File: src/hw/rtl/assert_macros.svh
// Assertion macros for the cyclic prefix inserter.
// Bodies are empty when SYNTHESIS is defined.
`ifndef ASSERT_MACROS_SVH
`define ASSERT_MACROS_SVH
`ifndef SYNTHESIS
`define OCPS_ASSERT(lbl, clk, rstn, prop, msg) \
	lbl: assert property (@(posedge clk) disable iff (!rstn) prop) else $error(msg);
`define OCPS_NEVER(lbl, clk, rstn, cond, msg) \
	lbl: assert property (@(posedge clk) disable iff (!rstn) !(cond)) else $error(msg);
`else
`define OCPS_ASSERT(lbl, clk, rstn, prop, msg)
`define OCPS_NEVER(lbl, clk, rstn, cond, msg)
`endif
`endif

File: src/hw/rtl/ocps_pkg.sv
// Shared constants, types and codes of the cyclic prefix inserter.
// No dependencies.
`default_nettype none
package ocps_pkg;
	localparam int FFT_LEN    = 64;
	localparam int MAX_CP     = 16;
	localparam int SYNC_DEPTH = 1024;
	localparam int FFT_AW  = $clog2(FFT_LEN);
	localparam int SYM_AW  = FFT_AW + 1;
	localparam int SYNC_AW = $clog2(SYNC_DEPTH);
	localparam int SPOS_W  = SYNC_AW + 1;
	localparam int RAMP_N  = MAX_CP - 1;
	localparam int RAMP_AW = (RAMP_N > 1) ? $clog2(RAMP_N) : 1;
	localparam int POS_W   = $clog2(FFT_LEN + MAX_CP);
	localparam int LEN_W   = $clog2(FFT_LEN + MAX_CP + 1);
	localparam logic signed [15:0] SYNC_GAIN = 16'sd10355;
	localparam logic [15:0] COEF_ONE = 16'd32768;

	typedef enum logic [1:0] {OP_PUSH, OP_PULL, OP_SYNC, OP_RAMP} op_t;
	typedef enum logic [1:0] {REG_CP_LEN, REG_ROLLOFF, REG_SYNC_SYM, REG_PACKET} reg_idx_t;
	typedef enum logic [2:0] {ST_IDLE, ST_SUM, ST_RAMP, ST_TAIL, ST_OUT} back_state_t;

	typedef struct packed {
		op_t                op;
		logic signed [15:0] re;
		logic signed [15:0] im;
		logic               eop;
		logic [9:0]         idx;
		logic               idx_ok;
		logic [15:0]        coef;
	} item_t;

	typedef struct packed {
		logic [4:0] cp_len;
		logic [4:0] win_len;
		logic [3:0] sync_symbols;
		logic       packet_mode;
	} cfg_t;
endpackage
`default_nettype wire

File: src/hw/rtl/ocps_front.sv
// Front end: takes input transactions, classifies them, queues two deep.
// Uses ocps_pkg.
`default_nettype none
module ocps_front import ocps_pkg::*; (
	input  wire logic        clk,
	input  wire logic        arst_n,
	input  wire logic        s_tvalid,
	output logic             s_tready,
	input  wire logic [63:0] s_tdata,
	input  wire logic [1:0]  s_tuser,
	input  wire logic        s_tlast,
	output logic             q_valid,
	output item_t            q_item,
	input  wire logic        q_pop
);
	item_t      mem_q [2];
	logic       wr_ptr_q, rd_ptr_q;
	logic [1:0] cnt_q;
	item_t      item;
	logic       push;

	always_comb begin
		item.op     = op_t'(s_tuser);
		item.re     = s_tdata[15:0];
		item.im     = s_tdata[31:16];
		item.idx    = s_tdata[41:32];
		item.eop    = s_tlast;
		item.coef   = (s_tdata[57:42] > COEF_ONE) ? COEF_ONE : s_tdata[57:42];
		case (item.op)
			OP_SYNC: item.idx_ok = int'(item.idx) < SYNC_DEPTH;
			OP_RAMP: item.idx_ok = int'(item.idx) < RAMP_N;
			default: item.idx_ok = 1'b0;
		endcase
	end

	assign s_tready = cnt_q != 2'd2;
	assign push     = s_tvalid && s_tready;
	assign q_valid  = cnt_q != 2'd0;
	assign q_item   = mem_q[rd_ptr_q];

	always_ff @(posedge clk) begin
		if (push) begin
			mem_q[wr_ptr_q] <= item;
		end
	end

	always_ff @(posedge clk or negedge arst_n) begin
		if (!arst_n) begin
			wr_ptr_q <= 1'b0;
			rd_ptr_q <= 1'b0;
			cnt_q    <= 2'd0;
		end else begin
			if (push) wr_ptr_q <= !wr_ptr_q;
			if (q_pop) rd_ptr_q <= !rd_ptr_q;
			cnt_q <= cnt_q + 2'(push) - 2'(q_pop);
		end
	end
endmodule
`default_nettype wire

File: config.mk
export PLATFORM = sky130hd
export DESIGN_NAME = ocps_front
export DESIGN_NICKNAME = d
export VERILOG_FILES = /design/src/hw/rtl/assert_macros.svh /design/src/hw/rtl/ocps_pkg.sv /design/src/hw/rtl/ocps_front.sv
export SDC_FILE = /design/constraint.sdc
export NUM_CORES = 1
export LEC_CHECK = 0
export ABC_CLOCK_PERIOD_IN_PS = 5230
export BUFFER_PORTS_ARGS = -buffer_cell sky130_fd_sc_hd__buf_2
export CORE_AREA = 2 2 101 103
export CTS_BUF_LIST = sky130_fd_sc_hd__clkbuf_4
export CTS_CLUSTER_SIZE = 10
export DETAILED_ROUTE_END_ITERATION = 6
export DIE_AREA = 0 0 103 105
export GPL_TIMING_DRIVEN = 0
export PLACE_DENSITY = 0.89
export SLEW_MARGIN = 15
export SYNTH_ARGS = -nofsm -noshare
export SYNTH_HDL_FRONTEND = slang
export SYNTH_SLANG_ARGS = --single-unit
File: constraint.sdc
create_clock -name clk -period 5.23 [get_ports clk]
set_input_delay 0.7845 -clock clk [delete_from_list [all_inputs] [get_ports clk]]
set_output_delay 0.7845 -clock clk [all_outputs]
set_load 0.03 [all_outputs]
==> results of run 1 <==
[cell families after synthesis]
family	Yosys count	share of synthesized area, %
and+or+nand+nor	24	2.942
DFF	128	74.92
xor gates and xnor gates	4	0.6866
buffers and inverters	10	2.795
muxes	62	18.02
AOI/OAI and AO/OA	1	0.1471
adders and majority gates	2	0.4902
[area by class of cell]
cell class | count | area [sq um] | area share, %
tap | 133 | 166.4 | 2.681
multi-input combinational | 93 | 1150 | 18.52
sequential | 128 | 3824 | 61.60
buffer | 9 | 138.9 | 2.237
timing repair buffer | 131 | 708.2 | 11.41
inverter | 1 | 3.754 | 0.06047
clock buffer | 19 | 142.6 | 2.298
clock inverter | 10 | 73.82 | 1.189
[worst paths after layout]
kind	to	slack, ns	cells past startpoint
max reg2reg	mem_q[0][61]	3.35	4
min	wr_ptr_q	0.07	1
max	q_item[17]	2.71	4
max in group asynchronous	cnt_q[0]	5.03	1
min in group clk	mem_q[1][47]	0.47	1
min reg2reg	cnt_q[1]	0.51	1
[worst register-to-register path: cells and delay by family, from the launching register on]
family | cells | cell delay, ns
simple gates | 3 | 0.87
flops | 1 | 0.42
buf+inv | 1 | 0.28
[Yosys cell counts]
library cell,instances
nand3_1,1
mux2_2,3
nand2_1,1
and3_1,1
xor2_1,1
mux2_4,59
nor4_1,1
ha_1,2
buf_6,1
inv_1,1
a21boi_0,1
and2b_1,7
xnor2_1,3
buf_12,6
clkbuf_1,2
nand4_1,1
nand2b_1,1
dfrtp_1,4
nor2b_1,8
edfxtp_1,124
or2_2,1
nor2_1,2
[through the flow]
stage               setup slack, ns  utilization [%]  power [mW]
floorplan                     1.263                -       2.720
global placement            -0.1422            61.32       3.054
detailed placement            3.008            62.15       3.108
CTS                           2.663            64.40       3.652
global route                  2.612            64.40       3.785
finish                        2.715            64.40       3.607
[flip-flops by register name, summed over array words and instances (netlist names)]
name and flops:
mem_q 124, cnt_q 2, rd_ptr_q 1, wr_ptr_q 1
[metal layers]
metal	part of all wire, %	vias to the layer above
li1	-	1202
met5	0.15	-
met3	5.9	13
met2	54	92
met4	1.4	2
met1	39	1234
[power groups by stage]
stage / logic (mW) / clock network (mW) / registers, mW
after global placement: 1.55 / 0 / 1.51
after global routing: 1.69 / 0.610 / 1.49
after floorplan: 1.23 / 0 / 1.49
final: 1.59 / 0.547 / 1.47
after CTS: 1.62 / 0.564 / 1.47
after detailed placement: 1.61 / 0 / 1.49
==> reports/qor.txt, run 1 <==
status = complete, no violations
busiest grt layer = met2
Max Cap Viol = 0
final worst path period share = 48.10%
post-synthesis cell count = 231
Final ANT Viol Nets = 0
Max stage delay cell, worst path = dfrtp_1
Slew headroom = 53.43%
internal power = 2.308 mW
Die X = 103 um
CTS tree = yes
grt met2 use = 28.71%
first-pass GRT wire length = 12,910 um
Total Wirelength = 8426 um
DPL Wire Length = 5852 um
grt ovf = 0
Net Sw Power = 1.299 mW
placed insts = 495
final count of pins violating max slew = 0
Area contributors post-synth = edfxtp_1, mux2_4, buf_12
GRT Total Usage = 16.53%
power share of the clock group = 15.2%
GR Util met3 = 7.090%
post-CTS setup buffer count = 0
# hold bufs at CTS = 0
WS Path Type = reg2out
critical path, cell by cell = buf_6 -> buf_12 -> mux2_4 -> buf_2
Hold Crit Class = in2async
fin area = 0.006207 sq mm
PD cells = 581.1 mW/mm^2
post-CTS sizing = 0
H-tree Lvls = 4
fmax = 397.5 MHz
Worst path top cell family by delay = buffers and inverters
clk_lat worst skew = 0.50 ns
Slew @ Worst Pin = 0.6969 ns
largest net degree at the start of global routing = 37
worst hold slack = 0.06675 ns
Starting Density = 52.95%
1st-pass router iterations = 4
core footprint = 0.009639 sq mm
synthesis-stage register bit count = 128
Setup crit start kind = flop
Rows = 36
Num CTS Buffers = 17
Bufs and invs on worst path = 3
clock root buffer = clkbuf_4
share of layout cells above drive strength 1 = 58.57%
post-synthesis sequential area ratio = 74.92%
fin nets = 454
Crit path largest cell delay = 0.36 ns
Worst-path clk slew = 0.10 ns
DR vias = 2,543
Critical Path AT = 1.73 ns
largest area contributor in the netlist = edfxtp_1
Final Non-Filler Cells = 524
Logic pwr share = 44.2%
Sequential Power Share = 40.7%
top cell type's share of synthesized area = 72.96%
CP max FO = 10
drt drc = 0
initial antenna violation count = 1
Synth Net Count = 304
post-synth cell types = 22
Die Height = 105 um
CP Capture Type = output pin
Area after DPL = 0.005991 sq mm
CTS Sinks = 128
post-DR wirelength/cell = 16.08 um
Max Root-Sink Buffers = 2
Syn Area/Cell = 22.09 sq um
Final Wtd Congestion = 0.6488
setup_tns = 0 ns
Hold Violations, Final = 0
vias in the first global route = 2,705
leakage power = 2.529 nW
Final min period = 2.515 ns
fill count = 716
number of port buffers = 128
I/O Pins = 135
antenna cells = 0
Vias/cell = 4.853
Crit path required time = 4.45 ns
worst r2r src = cnt_q[1]
Clock Skew = 0.01218 ns
Ys Warns = 0
RSZ-0062 raised after global routing = false
mapped cell area = 0.005104 sq mm
most frequent cells in the layout = buf_2, edfxtp_1, mux2_4, clkbuf_4
final setup fails = 0
Net Sw Frac = 36.01%
DR iter-0 viols = 114
GR Util met1 = 17.30%
crit path launch = rd_ptr_q
most common cell after layout, fill and taps aside = buf_2
Peak supply drop = 334.5 uV
Area growth, synth to finish = 21.62%
DIE AREA = 0.01082 sq mm
Power figures use the tool's default switching activity.
==> inputs of run 2 (changes only) <==
--- a/config.mk
+++ b/config.mk
@@ -5,15 +5,15 @@
 export SDC_FILE = /design/constraint.sdc
 export NUM_CORES = 1
 export LEC_CHECK = 0
-export ABC_CLOCK_PERIOD_IN_PS = 5230
+export ABC_CLOCK_PERIOD_IN_PS = 2200
 export BUFFER_PORTS_ARGS = -buffer_cell sky130_fd_sc_hd__buf_2
-export CORE_AREA = 2 2 101 103
+export CORE_AREA = 2 2 106 108
 export CTS_BUF_LIST = sky130_fd_sc_hd__clkbuf_4
 export CTS_CLUSTER_SIZE = 10
 export DETAILED_ROUTE_END_ITERATION = 6
-export DIE_AREA = 0 0 103 105
+export DIE_AREA = 0 0 108 110
 export GPL_TIMING_DRIVEN = 0
-export PLACE_DENSITY = 0.89
+export PLACE_DENSITY = 0.85
 export SLEW_MARGIN = 15
 export SYNTH_ARGS = -nofsm -noshare
 export SYNTH_HDL_FRONTEND = slang
==> constraint.sdc (replaced) <==
create_clock -name clk -period 2.2 [get_ports clk]
set_input_delay 0.33 -clock clk [delete_from_list [all_inputs] [get_ports clk]]
set_output_delay 0.33 -clock clk [all_outputs]
set_load 0.03 [all_outputs]
==> run 2 against run 1 <==
- clock skew fell by 0.00071 ns
- critical endpoint unchanged
- largest power group unchanged
- flip-flop and latch count stayed put
- sequential power increased by 140%
==> reports/qor.txt, run 2 (same netlist as run 1, synthesis figures left out) <==
status = complete, no violations (unchanged)
worst setup margin = 0.1460 ns (was 2.715 ns)
Starting Density = 47.71% (was 52.95%)
vias in the first global route = 2,924 (was 2,705)
most common cell after layout, fill and taps aside = buf_2 (unchanged)
Clock Skew = 0.01147 ns (was 0.01218 ns)
Vias/cell = 4.731 (was 4.853)
Max Root-Sink Buffers = 2 (unchanged)
post-DR wirelength/cell = 15.74 um (was 16.08 um)
DR vias = 2,725 (was 2,543)
Crit path required time = 1.87 ns (was 4.45 ns)
fmax = 486.9 MHz
H-tree Lvls = 4 (unchanged)
largest registers = mem_q x124, cnt_q x2 (unchanged)
CTS Sinks = 128 (unchanged)
Final min period = 2.054 ns
Worst-path clk slew = 0.10 ns (about the same)
Max Cap Viol = 0 (unchanged)
number of port buffers = 128 (unchanged)
Area growth, synth to finish = 31.75% (was 21.62%)
fill count = 759 (was 716)
met2 wire len = 4911 um (was 4534 um)
Slew headroom = 55.95% (was 53.43%)
Slew @ Worst Pin = 0.6591 ns (was 0.6969 ns)
clock root buffer = clkbuf_4 (unchanged)
final count of pins violating max slew = 0 (unchanged)
hold_sp = s_tdata[35]
Final Wtd Congestion = 0.7013 (was 0.6488)
Peak supply drop = 706.8 uV (was 334.5 uV)
met3 routed WL = 539 um (was 501 um)
Min-Delay Endpoint = mem_q[1][20]
1st-pass router iterations = 4 (unchanged)
Final Non-Filler Cells = 576 (was 524)
most frequent cells in the layout = buf_2, edfxtp_1, mux2_4, dlygate4sd3_1, clkbuf_4 (was buf_2, edfxtp_1, mux2_4, clkbuf_4)
r2r worst-path depth = 4 (unchanged)
core footprint = 0.01070 sq mm (was 0.009639 sq mm)
DPL Wire Length = 5901 um (was 5852 um)
r2r setup slk = 0.37 ns (was 3.35 ns)
DIE AREA = 0.01188 sq mm (was 0.01082 sq mm)
Max stage delay cell, worst path = dfrtp_1 (unchanged)
first-pass GRT wire length = 13,940 um (was 12,910 um)
GRT Total Usage = 16.05% (was 16.53%)
clk_lat worst skew = 0.49 ns (was 0.50 ns)
antenna cells = 0 (unchanged)
placed insts = 502 (was 495)
I/O Pins = 135 (unchanged)
final worst path period share = 93.36%
dpl ws = 0.3911 ns (was 3.008 ns)
Setup crit start kind = flop (unchanged)
FF-to-FF End = mem_q[0][8] (was mem_q[0][61])
wl on met1 = 3538 um (was 3256 um)
CP Capture Type = output pin (unchanged)
Hold Crit Class = in2reg (was in2async)
Die Height = 110 um (was 105 um)
leakage power = 2.745 nW (was 2.529 nW)
DR iter-0 viols = 73 (was 114)
largest net degree at the start of global routing = 41 (was 37)
share of layout cells above drive strength 1 = 52.75% (was 58.57%)
final setup fails = 0 (unchanged)
Die X = 108 um (was 103 um)
max FFs per register = 124 (unchanged)
RSZ-0062 raised after global routing = false (unchanged)
post-CTS setup buffer count = 0 (unchanged)
WS Path Type = reg2out (unchanged)
worst r2r src = cnt_q[0] (was cnt_q[1])
DR top layer = met4 (was met5)
grt ovf = 0 (unchanged)
Num CTS Buffers = 17 (unchanged)
critical path, cell by cell = buf_6 -> buf_12 -> mux2_4 -> buf_2 (unchanged)
Crit path largest cell delay = 0.36 ns (about the same)
Rows = 38 (was 36)
PD cells = 1326 mW/mm^2 (was 581.1 mW/mm^2)
Final ANT Viol Nets = 0 (unchanged)
hold path cells = 1
Hold Violations, Final = 0 (unchanged)
initial antenna violation count = 0 (was 1)
CP max FO = 10 (unchanged)
drt drc = 0 (unchanged)
Critical Path AT = 1.72 ns (was 1.73 ns)
post-CTS sizing = 0 (unchanged)
CTS tree = yes (unchanged)
fin nets = 499 (was 454)
most flop-heavy register = mem_q (unchanged)
Total Wirelength = 9066 um (was 8426 um)
[run 2: worst max-delay path: cells and delay by family (launching register included)]
kind | cells | cell delay [ns]
multiplexers | 1 | 0.31
flip-flops | 1 | 0.36
buffers and inverters | 3 | 0.57
[run 2: stage by stage]
| step | power (mW) | area [sq um] | hold WS [ns] | TNS [ns] | util [%] |
|---|---|---|---|---|---|
| detailed placement | 7.408 | 6010 | 0.1447 | 0 | 56.18 |
| global placement | 7.232 | 5931 | 0.1360 | -14.34 | 55.44 |
| global route | 9.347 | 6724 | 0.0007065 | 0 | 62.85 |
| floorplan | 6.452 | 5115 | 0.03441 | 0 | - |
| finish | 8.913 | 6724 | 0.06797 | 0 | 62.85 |
| CTS | 9.013 | 6724 | 0.01263 | 0 | 62.85 |
[run 2: cell type report]
class | instances | area [sq um] | area share [%]
plain buffers | 9 | 138.9 | 2.065
clock buffers | 19 | 142.6 | 2.121
clock inverters | 10 | 121.4 | 1.805
inverters | 1 | 3.754 | 0.05582
multi-input cells | 93 | 1152 | 17.14
flip-flops and latches | 128 | 3824 | 56.87
well taps | 140 | 175.2 | 2.605
repair buffers | 176 | 1166 | 17.34
[run 2: report_power, final]
| group | internal [mW] | switching (mW) | leakage (nW) |
|---|---|---|---|
| registers | 3.33 | 0.154 | 1.20 |
| clock network | 0.777 | 0.763 | 0.150 |
| logic | 1.67 | 2.21 | 1.39 |
| total | 5.78 | 3.13 | 2.74 |
[run 2: worst max-delay path by stage]
stage | startpoint | endpoint | slack (ns) | depth (start not counted)
global route | rd_ptr_q | q_item[10] | 0.03 | 4
CTS | rd_ptr_q | q_item[14] | 0.08 | 4
detailed placement | cnt_q[0] | mem_q[0][7] | 0.39 | 4
global placement | cnt_q[1] | mem_q[0][7] | -0.24 | 3
finish | rd_ptr_q | q_item[17] | 0.15 | 4
floorplan | cnt_q[1] | mem_q[0][0] | 0.1 | 3
[run 2: routing by layer]
layer,vias to the layer above,GRT usage [%]
met1,1331,17.39
met5,-,0
met3,9,5.879
li1,1288,-
met2,97,29.07
met4,0,5.586
[run 2: what timing repair did]
item	CTS	global route
endpoints found under the setup margin	0	0
endpoints found under the hold margin	91	0
hold buffers	45	0
==> inputs of run 3 (changes only) <==
--- a/config.mk
+++ b/config.mk
@@ -7,13 +7,13 @@
 export LEC_CHECK = 0
 export ABC_CLOCK_PERIOD_IN_PS = 2200
 export BUFFER_PORTS_ARGS = -buffer_cell sky130_fd_sc_hd__buf_2
-export CORE_AREA = 2 2 106 108
+export CORE_AREA = 2 2 124 126
 export CTS_BUF_LIST = sky130_fd_sc_hd__clkbuf_4
 export CTS_CLUSTER_SIZE = 10
 export DETAILED_ROUTE_END_ITERATION = 6
-export DIE_AREA = 0 0 108 110
+export DIE_AREA = 0 0 126 128
 export GPL_TIMING_DRIVEN = 0
-export PLACE_DENSITY = 0.85
+export PLACE_DENSITY = 0.67
 export SLEW_MARGIN = 15
 export SYNTH_ARGS = -nofsm -noshare
 export SYNTH_HDL_FRONTEND = slang
==> run 3 against run 2 <==
- core utilization shrank 17 points
- worst setup slack got worse by 0.019 ns
- wire length grew 5.6%
- non-clock buffer count grew 2
- fmax decreased by 0.89%
- flip-flop and latch count unchanged
- sequential power about the same
- combinational power is essentially flat
- clock skew increased by 0.0046 ns
- via count increased by 0.15%
- clock power shrank 10%
- critical endpoint is now q_item[25]
==> reports/qor.txt, run 3 (same netlist as run 1, synthesis figures left out) <==
Starting Density = 34.34% (was 47.71%)
Final Wtd Congestion = 0.6182 (was 0.7013)
dpl ws = 0.4573 ns (was 0.3911 ns)
H-tree Lvls = 4 (unchanged)
DIE AREA = 0.01613 sq mm (was 0.01188 sq mm)
critical path, cell by cell = buf_6 -> buf_12 -> mux2_4 -> buf_2 (unchanged)
fin area = 0.006759 sq mm (was 0.006724 sq mm)
1st-pass router iterations = 4 (unchanged)
core footprint = 0.01486 sq mm (was 0.01070 sq mm)
Area growth, synth to finish = 32.43% (was 31.75%)
final setup fails = 0 (unchanged)
worst r2r src = cnt_q[1] (was cnt_q[0])
footprint of the multi-input gates = 0.001152 sq mm (unchanged)
Area after DPL = 0.006055 sq mm (was 0.006010 sq mm)
largest net degree at the start of global routing = 38 (was 41)
RSZ-0062 raised after global routing = false (unchanged)
Critical Path AT = 1.74 ns (was 1.72 ns)
Max stage delay cell, worst path = dfrtp_1 (unchanged)
placed insts = 550 (was 502)
r2r worst-path depth = 4 (unchanged)
Setup crit start kind = flop (unchanged)
Max Cap Viol = 0 (unchanged)
most frequent cells in the layout = buf_2, edfxtp_1, mux2_4, dlygate4sd3_1, clkbuf_4 (unchanged)
Hold Crit Class = in2reg (unchanged)
Worst-path clk slew = 0.10 ns (about the same)
most common cell after layout, fill and taps aside = buf_2 (unchanged)
Worst path top cell family by delay = buffers and inverters (unchanged)
setup_tns = 0 ns (unchanged)
antenna cells = 0 (unchanged)
drt drc = 0 (unchanged)
Crit path required time = 1.87 ns (about the same)
Num CTS Buffers = 17 (unchanged)
overall power = 8.751 mW (was 8.913 mW)
fmax = 482.5 MHz (was 486.9 MHz)
fill count = 1,334 (was 759)
clock root buffer = clkbuf_4 (unchanged)
share of layout cells above drive strength 1 = 52.73% (was 52.75%)
DR vias = 2,729 (was 2,725)
worst hold slack = 0.1249 ns (was 0.06797 ns)
Bufs and invs on worst path = 3 (unchanged)
PD cells = 1295 mW/mm^2 (was 1326 mW/mm^2)
Clock Skew = 0.01608 ns (was 0.01147 ns)
initial antenna violation count = 0 (unchanged)
crit path launch = rd_ptr_q (unchanged)
fin nets = 501 (was 499)
r2r setup slk = 0.44 ns (was 0.37 ns)
most flop-heavy register = mem_q (unchanged)
Max Root-Sink Buffers = 2 (unchanged)
Final min period = 2.073 ns (was 2.054 ns)
DPL Wire Length = 6179 um (was 5901 um)
Crit path largest cell delay = 0.35 ns (was 0.36 ns)
CP Capture Type = output pin (unchanged)
FF-to-FF End = mem_q[0][44] (was mem_q[0][8])
Rows = 45 (was 38)
GRT Total Usage = 12.30% (was 16.05%)
grt ovf = 0 (unchanged)
max FFs per register = 124 (unchanged)
Die Height = 128 um (was 110 um)
Final ANT Viol Nets = 0 (unchanged)
Slew @ Worst Pin = 0.5734 ns (was 0.6591 ns)
Die X = 126 um (was 108 um)
vias in the first global route = 2,910 (was 2,924)
end of the critical path = q_item[25] (was q_item[17])
Vias/cell = 4.346 (was 4.731)
sequential cell area = 0.003824 sq mm (unchanged)
number of port buffers = 128 (unchanged)
leakage power = 2.732 nW (was 2.745 nW)
Slew headroom = 61.68% (was 55.95%)
worst setup margin = 0.1275 ns (was 0.1460 ns)
CP max FO = 10 (unchanged)
Final Non-Filler Cells = 628 (was 576)
Hold Violations, Final = 0 (unchanged)
CTS tree = yes (unchanged)
hold path cells = 2 (was 1)
status = complete, no violations (unchanged)
WS Path Type = reg2out (unchanged)
I/O Pins = 135 (unchanged)
CTS Sinks = 128 (unchanged)
first-pass GRT wire length = 14,670 um (was 13,940 um)
DR iter-0 viols = 131 (was 73)
final worst path period share = 94.20% (was 93.36%)
post-DR wirelength/cell = 15.25 um (was 15.74 um)
final core utilization = 45.47% (was 62.85%)
Levels on crit path = 4 (unchanged)
Peak supply drop = 1138 uV (was 706.8 uV)
Total Wirelength = 9576 um (was 9066 um)
clk_lat worst skew = 0.51 ns (was 0.49 ns)
largest registers = mem_q x124, cnt_q x2 (unchanged)
final count of pins violating max slew = 0 (unchanged)
==> run 3: changes by cell type in the layout (fill, tap and decap cells not counted) <==
cell and delta:
buf_12 +2, buf_16 -2, bufinv_16 -2, clkbuf_4 +3, clkinvlp_4 +1, dlygate4sd3_1 +2
==> run 3: how the worst min path moves through the flow <==
stage                            from     endpoint
after floorplan                arst_n     cnt_q[0]
after global placement         arst_n     cnt_q[0]
after detailed placement       arst_n     wr_ptr_q
after CTS                 s_tdata[50]  mem_q[1][8]
after global routing      s_tdata[50]  mem_q[0][8]
final                     s_tdata[50]  mem_q[1][8]
==> run 3: what timing repair did <==
item                                    4_1_cts  5_1_grt
gates resized for setup                       0        0
endpoints found under the setup margin        0        0
buffers inserted                              0        0
hold buffers                                 47        0
hold endpoints to repair                     95        0
==> run 3: per-layer routing <==
metal	track usage, %	share of wire, %	up-vias
li1	-	-	1296
met1	13.88	41	1343
met2	21.06	52	82
met3	5.050	5.3	8
met4	4.460	1.2	0
met5	0	0	-
==> run 3: power breakdown <==
part	switching [mW]	internal (mW)
logic	2.24	1.66
clock network	0.778	0.598
registers	0.150	3.33
total	3.16	5.59
==> run 3: worst reg2reg max path, cell delays in order, from the launching register on <==
cell and delay [ns]:
dfrtp_1 0.44, nand2b_2 0.10, nand2_1 0.13, nor2_4 0.50
buf_12 0.27
==> run 3: area by class of cell <==
| type | instances | area share, % |
|---|---|---|
| timing repair buffer | 178 | 17.33 |
| tap | 188 | 3.480 |
| buffer | 9 | 2.055 |
| sequential | 128 | 56.57 |
| multi-input combinational | 93 | 17.05 |
| clock buffer | 22 | 2.444 |
| inverter | 1 | 0.05554 |
| clock inverter | 9 | 1.018 |
